<file path="src/design/hsw_pkg.sv">
// ----------------------------------------------------------------------------
// hsw_pkg
// Shared types and constants for the single-wire humidity sensor reader.
// ----------------------------------------------------------------------------
package hsw_pkg;

    localparam int unsigned START_W    = 16;
    localparam int unsigned CHECK_W    = 8;
    localparam int unsigned TIMEOUT_W  = 12;
    localparam int unsigned INTERVAL_W = 21;
    localparam int unsigned COUNT_W    = 16;
    localparam int unsigned BITIDX_W   = 6;
    localparam int unsigned FRAME_W    = 40;
    localparam int unsigned CFG_IDX_W  = 3;

    localparam logic [BITIDX_W-1:0]   FRAME_BITS = 6'd40;
    localparam logic [INTERVAL_W-1:0] SINCE_MAX  = {INTERVAL_W{1'b1}};

    localparam logic [START_W-1:0]    START_LOW_RST  = 16'd18000;
    localparam logic [CHECK_W-1:0]    RESP_LOW_RST   = 8'd40;
    localparam logic [CHECK_W-1:0]    RESP_HIGH_RST  = 8'd80;
    localparam logic [CHECK_W-1:0]    ONE_THRESH_RST = 8'd40;
    localparam logic [TIMEOUT_W-1:0]  TIMEOUT_RST    = 12'd1000;
    localparam logic [INTERVAL_W-1:0] INTERVAL_RST   = 21'd2000000;

    typedef enum logic [CFG_IDX_W-1:0] {
        REG_START_LOW  = 3'd0,
        REG_RESP_LOW   = 3'd1,
        REG_RESP_HIGH  = 3'd2,
        REG_ONE_THRESH = 3'd3,
        REG_TIMEOUT    = 3'd4,
        REG_INTERVAL   = 3'd5
    } reg_idx_t;

    typedef enum logic [2:0] {
        ST_OK        = 3'd0,
        ST_TOO_SOON  = 3'd1,
        ST_NO_LOW    = 3'd2,
        ST_NO_HIGH   = 3'd3,
        ST_LOW_TO    = 3'd4,
        ST_HIGH_TO   = 3'd5,
        ST_CHECKSUM  = 3'd6
    } status_t;

    typedef enum logic [2:0] {
        PH_IDLE      = 3'd0,
        PH_START     = 3'd1,
        PH_RESP_LOW  = 3'd2,
        PH_RESP_HIGH = 3'd3,
        PH_TAIL      = 3'd4,
        PH_BIT_LOW   = 3'd5,
        PH_BIT_HIGH  = 3'd6
    } phase_t;

    typedef struct packed {
        logic [START_W-1:0]    start_low_ticks;
        logic [CHECK_W-1:0]    response_low_check_ticks;
        logic [CHECK_W-1:0]    response_high_check_ticks;
        logic [CHECK_W-1:0]    one_threshold_ticks;
        logic [TIMEOUT_W-1:0]  phase_timeout_ticks;
        logic [INTERVAL_W-1:0] min_interval_ticks;
    } cfg_t;

    typedef struct packed {
        logic signed [15:0] temperature_tenths;
        logic [15:0]        humidity_tenths;
        status_t            status;
        logic               done_res;
        logic               drive_low;
    } result_t;

endpackage

</file>
<file path="src/design/hsw_cfg.sv">
// ----------------------------------------------------------------------------
// hsw_cfg
// Configuration register file with reset defaults.
// ----------------------------------------------------------------------------
module hsw_cfg (
    input  logic                              aclk,
    input  logic                              aresetn,
    input  logic                              wr_en,
    input  logic [hsw_pkg::CFG_IDX_W-1:0]     wr_index,
    input  logic [hsw_pkg::INTERVAL_W-1:0]    wr_data,
    output hsw_pkg::cfg_t                     cfg
);

    hsw_pkg::cfg_t cfg_reg;

    always_ff @(posedge aclk) begin
        if (!aresetn) begin
            cfg_reg.start_low_ticks           <= hsw_pkg::START_LOW_RST;
            cfg_reg.response_low_check_ticks  <= hsw_pkg::RESP_LOW_RST;
            cfg_reg.response_high_check_ticks <= hsw_pkg::RESP_HIGH_RST;
            cfg_reg.one_threshold_ticks       <= hsw_pkg::ONE_THRESH_RST;
            cfg_reg.phase_timeout_ticks       <= hsw_pkg::TIMEOUT_RST;
            cfg_reg.min_interval_ticks        <= hsw_pkg::INTERVAL_RST;
        end else if (wr_en) begin
            unique case (wr_index)
                hsw_pkg::REG_START_LOW:
                    cfg_reg.start_low_ticks <= wr_data[hsw_pkg::START_W-1:0];
                hsw_pkg::REG_RESP_LOW:
                    cfg_reg.response_low_check_ticks <= wr_data[hsw_pkg::CHECK_W-1:0];
                hsw_pkg::REG_RESP_HIGH:
                    cfg_reg.response_high_check_ticks <= wr_data[hsw_pkg::CHECK_W-1:0];
                hsw_pkg::REG_ONE_THRESH:
                    cfg_reg.one_threshold_ticks <= wr_data[hsw_pkg::CHECK_W-1:0];
                hsw_pkg::REG_TIMEOUT:
                    cfg_reg.phase_timeout_ticks <= wr_data[hsw_pkg::TIMEOUT_W-1:0];
                hsw_pkg::REG_INTERVAL:
                    cfg_reg.min_interval_ticks <= wr_data;
                default: begin
                end
            endcase
        end
    end

    assign cfg = cfg_reg;

endmodule

</file>
<file path="src/design/hsw_core.sv">
// ----------------------------------------------------------------------------
// hsw_core
// Protocol state and one-tick update: start pulse, response checks, bit
// timing, checksum and result formatting.
// ----------------------------------------------------------------------------
module hsw_core (
    input  logic              aclk,
    input  logic              aresetn,
    input  logic              step_en,
    input  logic              line_level,
    input  logic              read_request,
    input  hsw_pkg::cfg_t     cfg,
    output hsw_pkg::result_t  result
);

    hsw_pkg::phase_t                       phase_reg, phase_next;
    logic [hsw_pkg::COUNT_W-1:0]           count_reg, count_next;
    logic [hsw_pkg::BITIDX_W-1:0]          bit_idx_reg, bit_idx_next;
    logic [hsw_pkg::FRAME_W-1:0]           frame_reg, frame_next;
    logic [hsw_pkg::INTERVAL_W-1:0]        since_reg, since_next;

    logic                                  accepted;
    logic                                  fin;
    hsw_pkg::status_t                      fin_status;
    logic [hsw_pkg::COUNT_W-1:0]           count_inc;
    logic                                  timed_out;
    logic                                  one_bit;
    logic [9:0]                            sum;
    logic [14:0]                           mag;
    logic [15:0]                           mag_ext;

    always_ff @(posedge aclk) begin
        if (!aresetn) begin
            phase_reg   <= hsw_pkg::PH_IDLE;
            count_reg   <= '0;
            bit_idx_reg <= '0;
            frame_reg   <= '0;
            since_reg   <= hsw_pkg::SINCE_MAX;
        end else if (step_en) begin
            phase_reg   <= phase_next;
            count_reg   <= count_next;
            bit_idx_reg <= bit_idx_next;
            frame_reg   <= frame_next;
            since_reg   <= since_next;
        end
    end

    assign count_inc = count_reg + 16'd1;
    assign timed_out = count_reg > {4'd0, cfg.phase_timeout_ticks};
    assign one_bit   = count_reg > {8'd0, cfg.one_threshold_ticks};

    always_comb begin
        phase_next   = phase_reg;
        count_next   = count_reg;
        bit_idx_next = bit_idx_reg;
        frame_next   = frame_reg;
        accepted     = 1'b0;
        fin          = 1'b0;
        fin_status   = hsw_pkg::ST_OK;
        result       = '0;

        unique case (phase_reg)
            hsw_pkg::PH_IDLE: begin
                if (read_request) begin
                    if (since_reg < cfg.min_interval_ticks) begin
                        fin        = 1'b1;
                        fin_status = hsw_pkg::ST_TOO_SOON;
                    end else begin
                        accepted         = 1'b1;
                        frame_next       = '0;
                        bit_idx_next     = '0;
                        result.drive_low = 1'b1;
                        if (cfg.start_low_ticks <= 16'd1) begin
                            phase_next = hsw_pkg::PH_RESP_LOW;
                            count_next = '0;
                        end else begin
                            phase_next = hsw_pkg::PH_START;
                            count_next = 16'd1;
                        end
                    end
                end
            end
            hsw_pkg::PH_START: begin
                result.drive_low = 1'b1;
                count_next       = count_inc;
                if (count_inc >= cfg.start_low_ticks) begin
                    phase_next = hsw_pkg::PH_RESP_LOW;
                    count_next = '0;
                end
            end
            hsw_pkg::PH_RESP_LOW: begin
                count_next = count_inc;
                if (count_inc >= {8'd0, cfg.response_low_check_ticks}) begin
                    if (line_level) begin
                        fin        = 1'b1;
                        fin_status = hsw_pkg::ST_NO_LOW;
                    end else begin
                        phase_next = hsw_pkg::PH_RESP_HIGH;
                        count_next = '0;
                    end
                end
            end
            hsw_pkg::PH_RESP_HIGH: begin
                count_next = count_inc;
                if (count_inc >= {8'd0, cfg.response_high_check_ticks}) begin
                    if (!line_level) begin
                        fin        = 1'b1;
                        fin_status = hsw_pkg::ST_NO_HIGH;
                    end else begin
                        phase_next = hsw_pkg::PH_TAIL;
                        count_next = '0;
                    end
                end
            end
            hsw_pkg::PH_TAIL: begin
                if (line_level) begin
                    if (timed_out) begin
                        fin        = 1'b1;
                        fin_status = hsw_pkg::ST_HIGH_TO;
                    end else begin
                        count_next = count_inc;
                    end
                end else begin
                    phase_next = hsw_pkg::PH_BIT_LOW;
                    count_next = 16'd1;
                end
            end
            hsw_pkg::PH_BIT_LOW: begin
                if (!line_level) begin
                    if (timed_out) begin
                        fin        = 1'b1;
                        fin_status = hsw_pkg::ST_LOW_TO;
                    end else begin
                        count_next = count_inc;
                    end
                end else begin
                    phase_next = hsw_pkg::PH_BIT_HIGH;
                    count_next = 16'd1;
                end
            end
            hsw_pkg::PH_BIT_HIGH: begin
                if (line_level) begin
                    if (timed_out) begin
                        fin        = 1'b1;
                        fin_status = hsw_pkg::ST_HIGH_TO;
                    end else begin
                        count_next = count_inc;
                    end
                end else begin
                    frame_next   = {frame_reg[hsw_pkg::FRAME_W-2:0], one_bit};
                    bit_idx_next = bit_idx_reg + 6'd1;
                    if (bit_idx_next >= hsw_pkg::FRAME_BITS) begin
                        fin        = 1'b1;
                        fin_status = hsw_pkg::ST_OK;
                    end else begin
                        phase_next = hsw_pkg::PH_BIT_LOW;
                        count_next = 16'd1;
                    end
                end
            end
            default: begin
                phase_next = hsw_pkg::PH_IDLE;
                count_next = '0;
            end
        endcase

        sum = {2'd0, frame_next[39:32]} + {2'd0, frame_next[31:24]}
            + {2'd0, frame_next[23:16]} + {2'd0, frame_next[15:8]};
        if (fin_status == hsw_pkg::ST_OK && sum[7:0] != frame_next[7:0]) begin
            fin_status = hsw_pkg::ST_CHECKSUM;
        end

        mag     = {frame_next[22:16], frame_next[15:8]};
        mag_ext = {1'b0, mag};

        if (fin) begin
            phase_next      = hsw_pkg::PH_IDLE;
            count_next      = '0;
            result.done_res = 1'b1;
            result.status   = fin_status;
            if (fin_status == hsw_pkg::ST_OK) begin
                result.humidity_tenths    = frame_next[39:24];
                result.temperature_tenths = frame_next[23] ? -$signed(mag_ext)
                                                           : $signed(mag_ext);
            end
        end

        if (accepted) begin
            since_next = '0;
        end else if (since_reg != hsw_pkg::SINCE_MAX) begin
            since_next = since_reg + 21'd1;
        end else begin
            since_next = since_reg;
        end
    end

endmodule

</file>
<file path="src/design/humidity_sensor_wire_reader.sv">
// ----------------------------------------------------------------------------
// humidity_sensor_wire_reader
// Single-wire humidity and temperature sensor receiver, one sample tick per
// item.
// ----------------------------------------------------------------------------
// Each input item is one sample tick of the data line with a read request
// flag, and each tick yields exactly one result item carrying the line drive,
// a done flag, a status code and, on a good read, humidity and signed
// temperature in tenths. The block takes one item per cycle while the result
// side is not stalled: an input register feeds the one-tick state update,
// whose result lands in an output register, and a stall on the result side
// holds the input side only when both registers are full. Configuration
// writes are always accepted and should be made while the stream is idle.
module humidity_sensor_wire_reader (
    input  logic                            aclk,
    input  logic                            aresetn,
    input  logic                            s_tvalid,
    output logic                            s_tready,
    input  logic [7:0]                      s_tdata,   // line_level, read_request
    output logic                            m_tvalid,
    input  logic                            m_tready,
    output logic [39:0]                     m_tdata,   // drive_low, done_res, status,
                                                       // humidity_tenths, temperature_tenths
    input  logic                            cfg_valid,
    output logic                            cfg_ready,
    input  logic [hsw_pkg::CFG_IDX_W-1:0]   cfg_index,
    input  logic [hsw_pkg::INTERVAL_W-1:0]  cfg_data
);

    logic              in_valid_reg;
    logic [1:0]        in_data_reg;
    logic              out_valid_reg;
    hsw_pkg::result_t  out_data_reg;
    hsw_pkg::result_t  result;
    hsw_pkg::cfg_t     cfg;
    logic              advance;

    assign advance   = in_valid_reg && (!out_valid_reg || m_tready);
    assign s_tready  = !in_valid_reg || advance;
    assign cfg_ready = 1'b1;

    hsw_cfg u_cfg (
        .aclk     (aclk),
        .aresetn  (aresetn),
        .wr_en    (cfg_valid),
        .wr_index (cfg_index),
        .wr_data  (cfg_data),
        .cfg      (cfg)
    );

    hsw_core u_core (
        .aclk         (aclk),
        .aresetn      (aresetn),
        .step_en      (advance),
        .line_level   (in_data_reg[0]),
        .read_request (in_data_reg[1]),
        .cfg          (cfg),
        .result       (result)
    );

    always_ff @(posedge aclk) begin
        if (!aresetn) begin
            in_valid_reg <= 1'b0;
        end else if (s_tready) begin
            in_valid_reg <= s_tvalid;
        end
    end

    always_ff @(posedge aclk) begin
        if (s_tready && s_tvalid) begin
            in_data_reg <= s_tdata[1:0];
        end
    end

    always_ff @(posedge aclk) begin
        if (!aresetn) begin
            out_valid_reg <= 1'b0;
        end else if (advance) begin
            out_valid_reg <= 1'b1;
        end else if (m_tready) begin
            out_valid_reg <= 1'b0;
        end
    end

    always_ff @(posedge aclk) begin
        if (advance) begin
            out_data_reg <= result;
        end
    end

    assign m_tvalid = out_valid_reg;
    assign m_tdata  = {3'd0, out_data_reg};

endmodule

</file>
<file path="config.mk">
export PLATFORM = sky130hd
export DESIGN_NAME = humidity_sensor_wire_reader
export DESIGN_NICKNAME = d
export VERILOG_FILES = /design/src/design/hsw_pkg.sv /design/src/design/hsw_cfg.sv /design/src/design/hsw_core.sv /design/src/design/humidity_sensor_wire_reader.sv
export SDC_FILE = /design/constraint.sdc
export NUM_CORES = 1
export LEC_CHECK = 0
export ABC_AREA = 1
export BUFFER_PORTS_ARGS = -buffer_cell sky130_fd_sc_hd__buf_2
export CAP_MARGIN = 15
export CORE_MARGIN = 3
export CORE_UTILIZATION = 65
export CTS_CLUSTER_DIAMETER = 120
export CTS_CLUSTER_SIZE = 12
export DETAILED_ROUTE_END_ITERATION = 16
export MAX_ROUTING_LAYER = met4
export PLACE_DENSITY = 0.85
export SLEW_MARGIN = 20
export SYNTH_ARGS = -nofsm -noshare
export SYNTH_HDL_FRONTEND = slang
export SYNTH_SLANG_ARGS = --single-unit
</file>
<file path="constraint.sdc">
create_clock -name aclk -period 14.65 [get_ports aclk]
set_clock_uncertainty 0.15 [all_clocks]
set_input_delay 1.465 -clock aclk [delete_from_list [all_inputs] [get_ports aclk]]
set_output_delay 1.465 -clock aclk [all_outputs]
set_load 0.01 [all_outputs]
</file>
==> results by group <==
Floorplanning
  – Die ar.: ~0.021 mm²
  – Initial Util: 0.666
  – Placeable Area: 0.0188 mm²
  – Cell row count: 50
  – I/O Pins: 80
  – Die H: 145 µm
  – Die Wd: 145 µm

CTS
  – H-tree depth: 4
  – Hold_buf cts: 0
  – Clk sink count: 200
  – Clock root buffer: clkbuf_16
  – Post-CTS setup repair buffer count: 0
  – Clock buffer depth: 2
  – Later-pin clock latency in the skew report: 0.44 ns
  – Inserted Clock Buffers: 17
  – CTS tree: yes
  – Cts repair resizes: 0
  – Clock-pin slew on the worst setup and hold paths: 0.07 ns

Worst setup path
  – Critical path's most frequent cell: nand2_1
  – CP max stage delay: 0.55 ns
  – Crit path kind: register to register
  – Crit Reg-Reg Endpoint: m_tdata[27]
  – Worst r2r src: u_core.phase_reg[2]
  – Crit path buf inv count: 4
  – CP max stage cell: o21ai_0
  – Element type at the critical path end: register
  – Critical path arrival: 6.37 ns
  – CP max FO: 29
  – Path depth of the worst reg2reg path: 27
  – Worst Path Required: 14.78 ns
  – Worst path top cell family by delay: simple AND/OR/NAND/NOR gates
  – Startpoint types: register
  – R2R Setup Slk: between 8 and 9 ns

Global route
  – Total gr overflow: 0
  – GRT Total Usage: 0.315
  – Vias in the first global route: 10844
  – First-pass GRT wire length: 51800 µm
  – Initial antenna violation count: 0
  – Largest net degree at the start of global routing: 65

STA
  – Final hold vios: 0
  – Fmax achieved: approximately 160 MHz
  – Slew Limit Fails: 0
  – Period Utilization, post-route: 0.426
  – Setup slack after layout: 8.41 ns
  – Slew margin rel.: 0.241
  – Worst slew pin tran: approximately 1.1 ns
  – Total negative slack: 0 ns
  – Final setup vio count: 0
  – Crit path time final: 6.24 ns
  – RSZ-0062 raised after global routing: false

Yosys
  – Gate Count Post-Synth: between 1500 and 2000
  – Seq cells post-synth: 200
  – Post-synth EDFFs: 39
  – Avg Cell Area, Syn: about 7.2 µm²
  – Sequential element share of the synthesized area: 0.351
  – Synth warn: 0
  – Share of flip-flops with an asynchronous set or reset: 0
  – Mapped Area: 0.0125 mm²
  – Count of cell types in the netlist: 56
  – Main flop type after synthesis: dfxtp_1

Route
  – Total wire length: 31700 µm
  – Routed len/inst: 15.5 µm
  – Final antenna-violating net count: 0
  – Via count: 11590
  – Pre-antenna DRT Iters: 5
  – Vias per inst: 5.67
  – Starting DRC count in detailed routing: 910
  – Detailed-route DRC error count: 0

Place
  – Detailed placement HPWL: 22500 µm
  – GP Congestion: 0.969
  – Port buffer count: 69
  – Worst slack, placed: between 8 and 9 ns
  – Area post-placement: 0.0129 mm²

Finish
  – Max reg flops: 73
  – FF/Latch Area: 0.00439 mm²
  – Cell area after layout: 0.0135 mm²
  – Layout fillers: ~1500
  – Area of the multi-input gates: 0.00673 mm²
  – Final core occ: 0.719
  – N_diodes: 0
  – Layout cells sized above 1: 0.0830
  – Commonest non-fill, non-tap cells in the layout: 320 x nand2_1, 285 x inv_1, 165 x a21oi_1
  – Area Overhead vs Synth: 7.99%
  – Nets@finish: between 1500 and 2000
  – Commonest non-fill, non-tap cell in the layout: nand2_1

Power
  – Power per Cell Area: 111 mW/mm²
  – Peak supply drop: between 0.07 and 0.08 mV
  – Leakage power: 6.42 nW

Min path
  – Hold/Removal Path Class: register to register
  – Min-delay src: u_cfg.cfg[35]
  – Worst Hold Endpoint: u_cfg.cfg[35]
  – Worst hold stages: 2

Run
  – # Max-Cap Violations: 0

Outcome
  – Run status: completed
## logic make-up (layout without fill, tap and decap cells)
logic type | after synthesis | after routing | synth area share
xor gates and xnor gates | 36 | 36 | 0.0258
and+or+nand+nor | 634 | 634 | 0.222
AOI/OAI and AO/OA | 408 | 408 | 0.184
other | 2 | 4 | 0.000599
adders and majority gates | 97 | 97 | 0.104
DFF | 200 | 200 | 0.351
buffers and inverters | 367 | 405 | 0.114
## area by class of cell
cell class	count	share of cell area
Inverter	300	0.0834
Timing Repair Buffer	73	0.0277
Tap cell	260	0.0240
Clock inverter	12	0.00841
Clock buffer	20	0.0346
Sequential cell	200	0.325
Multi-Input combinational cell	1179	0.497
## per-layer routing
layer,vias to the layer above,share of wire,track usage
li1,5791,-,-
met1,5343,0.44,0.408
met2,403,0.47,0.509
met3,53,0.067,0.0473
met4,0,0.021,0.102
met5,-,0,-
## worst min-delay path, stage by stage, from the launching register on
cell and delay, ns:
dfxtp_1 0.30, inv_1 0.06, a21oi_1 0.06
## cells in the mapped netlist (5+ instances only)
master    instances  share of area
o21ai_0         125          0.050
fa_1             12          0.019
inv_1           286          0.086
dfxtp_1         161           0.26
clkbuf_1         51          0.015
buf_2             5         0.0020
o21ai_1          18         0.0072
o211ai_1         44          0.026
edfxtp_1         39          0.093
nand4_1          28          0.014
a21oi_1         165          0.066
nand2_1         321          0.096
nand3b_1         11         0.0066
nand3_1          75          0.030
o221ai_1          8         0.0056
inv_2            12         0.0036
nor3_1           31          0.012
o21a_1            6         0.0036
ha_1             85          0.085
xor2_1           25          0.017
xnor2_1          10         0.0070
nor2_1          140          0.042
o22ai_1          17         0.0085
nor2_4            6         0.0054
## power by group
group | internal (mW) | switching, mW
registers | 0.594 | 0.0261
clock network | 0.253 | 0.217
logic | 0.133 | 0.275
total | 0.979 | 0.518
## how the worst max path moves through the flow
stage,from,endpoint,slack [ns],depth (start not counted)
global placement,u_core.since_reg[12],m_tdata[20],8.69,31
detailed placement,u_core.since_reg[12],m_tdata[26],8.54,32
floorplan,u_cfg.cfg[20],m_tdata[21],9.24,37
CTS,u_core.phase_reg[2],m_tdata[26],8.48,27
finish,u_core.phase_reg[2],m_tdata[27],8.41,27
global route,u_cfg.cfg[20],m_tdata[26],7.95,32
## through the flow
stage	hold WS (ns)	std cells	power [mW]
after floorplan	0.285	1746	0.932
after global placement	0.301	2012	1.02
after detailed placement	0.305	2012	1.03
after CTS	0.319	2044	1.49
after global routing	0.328	2044	1.58
final	0.316	2044	1.50
Note: power is estimated with default switching activity, not from simulation.
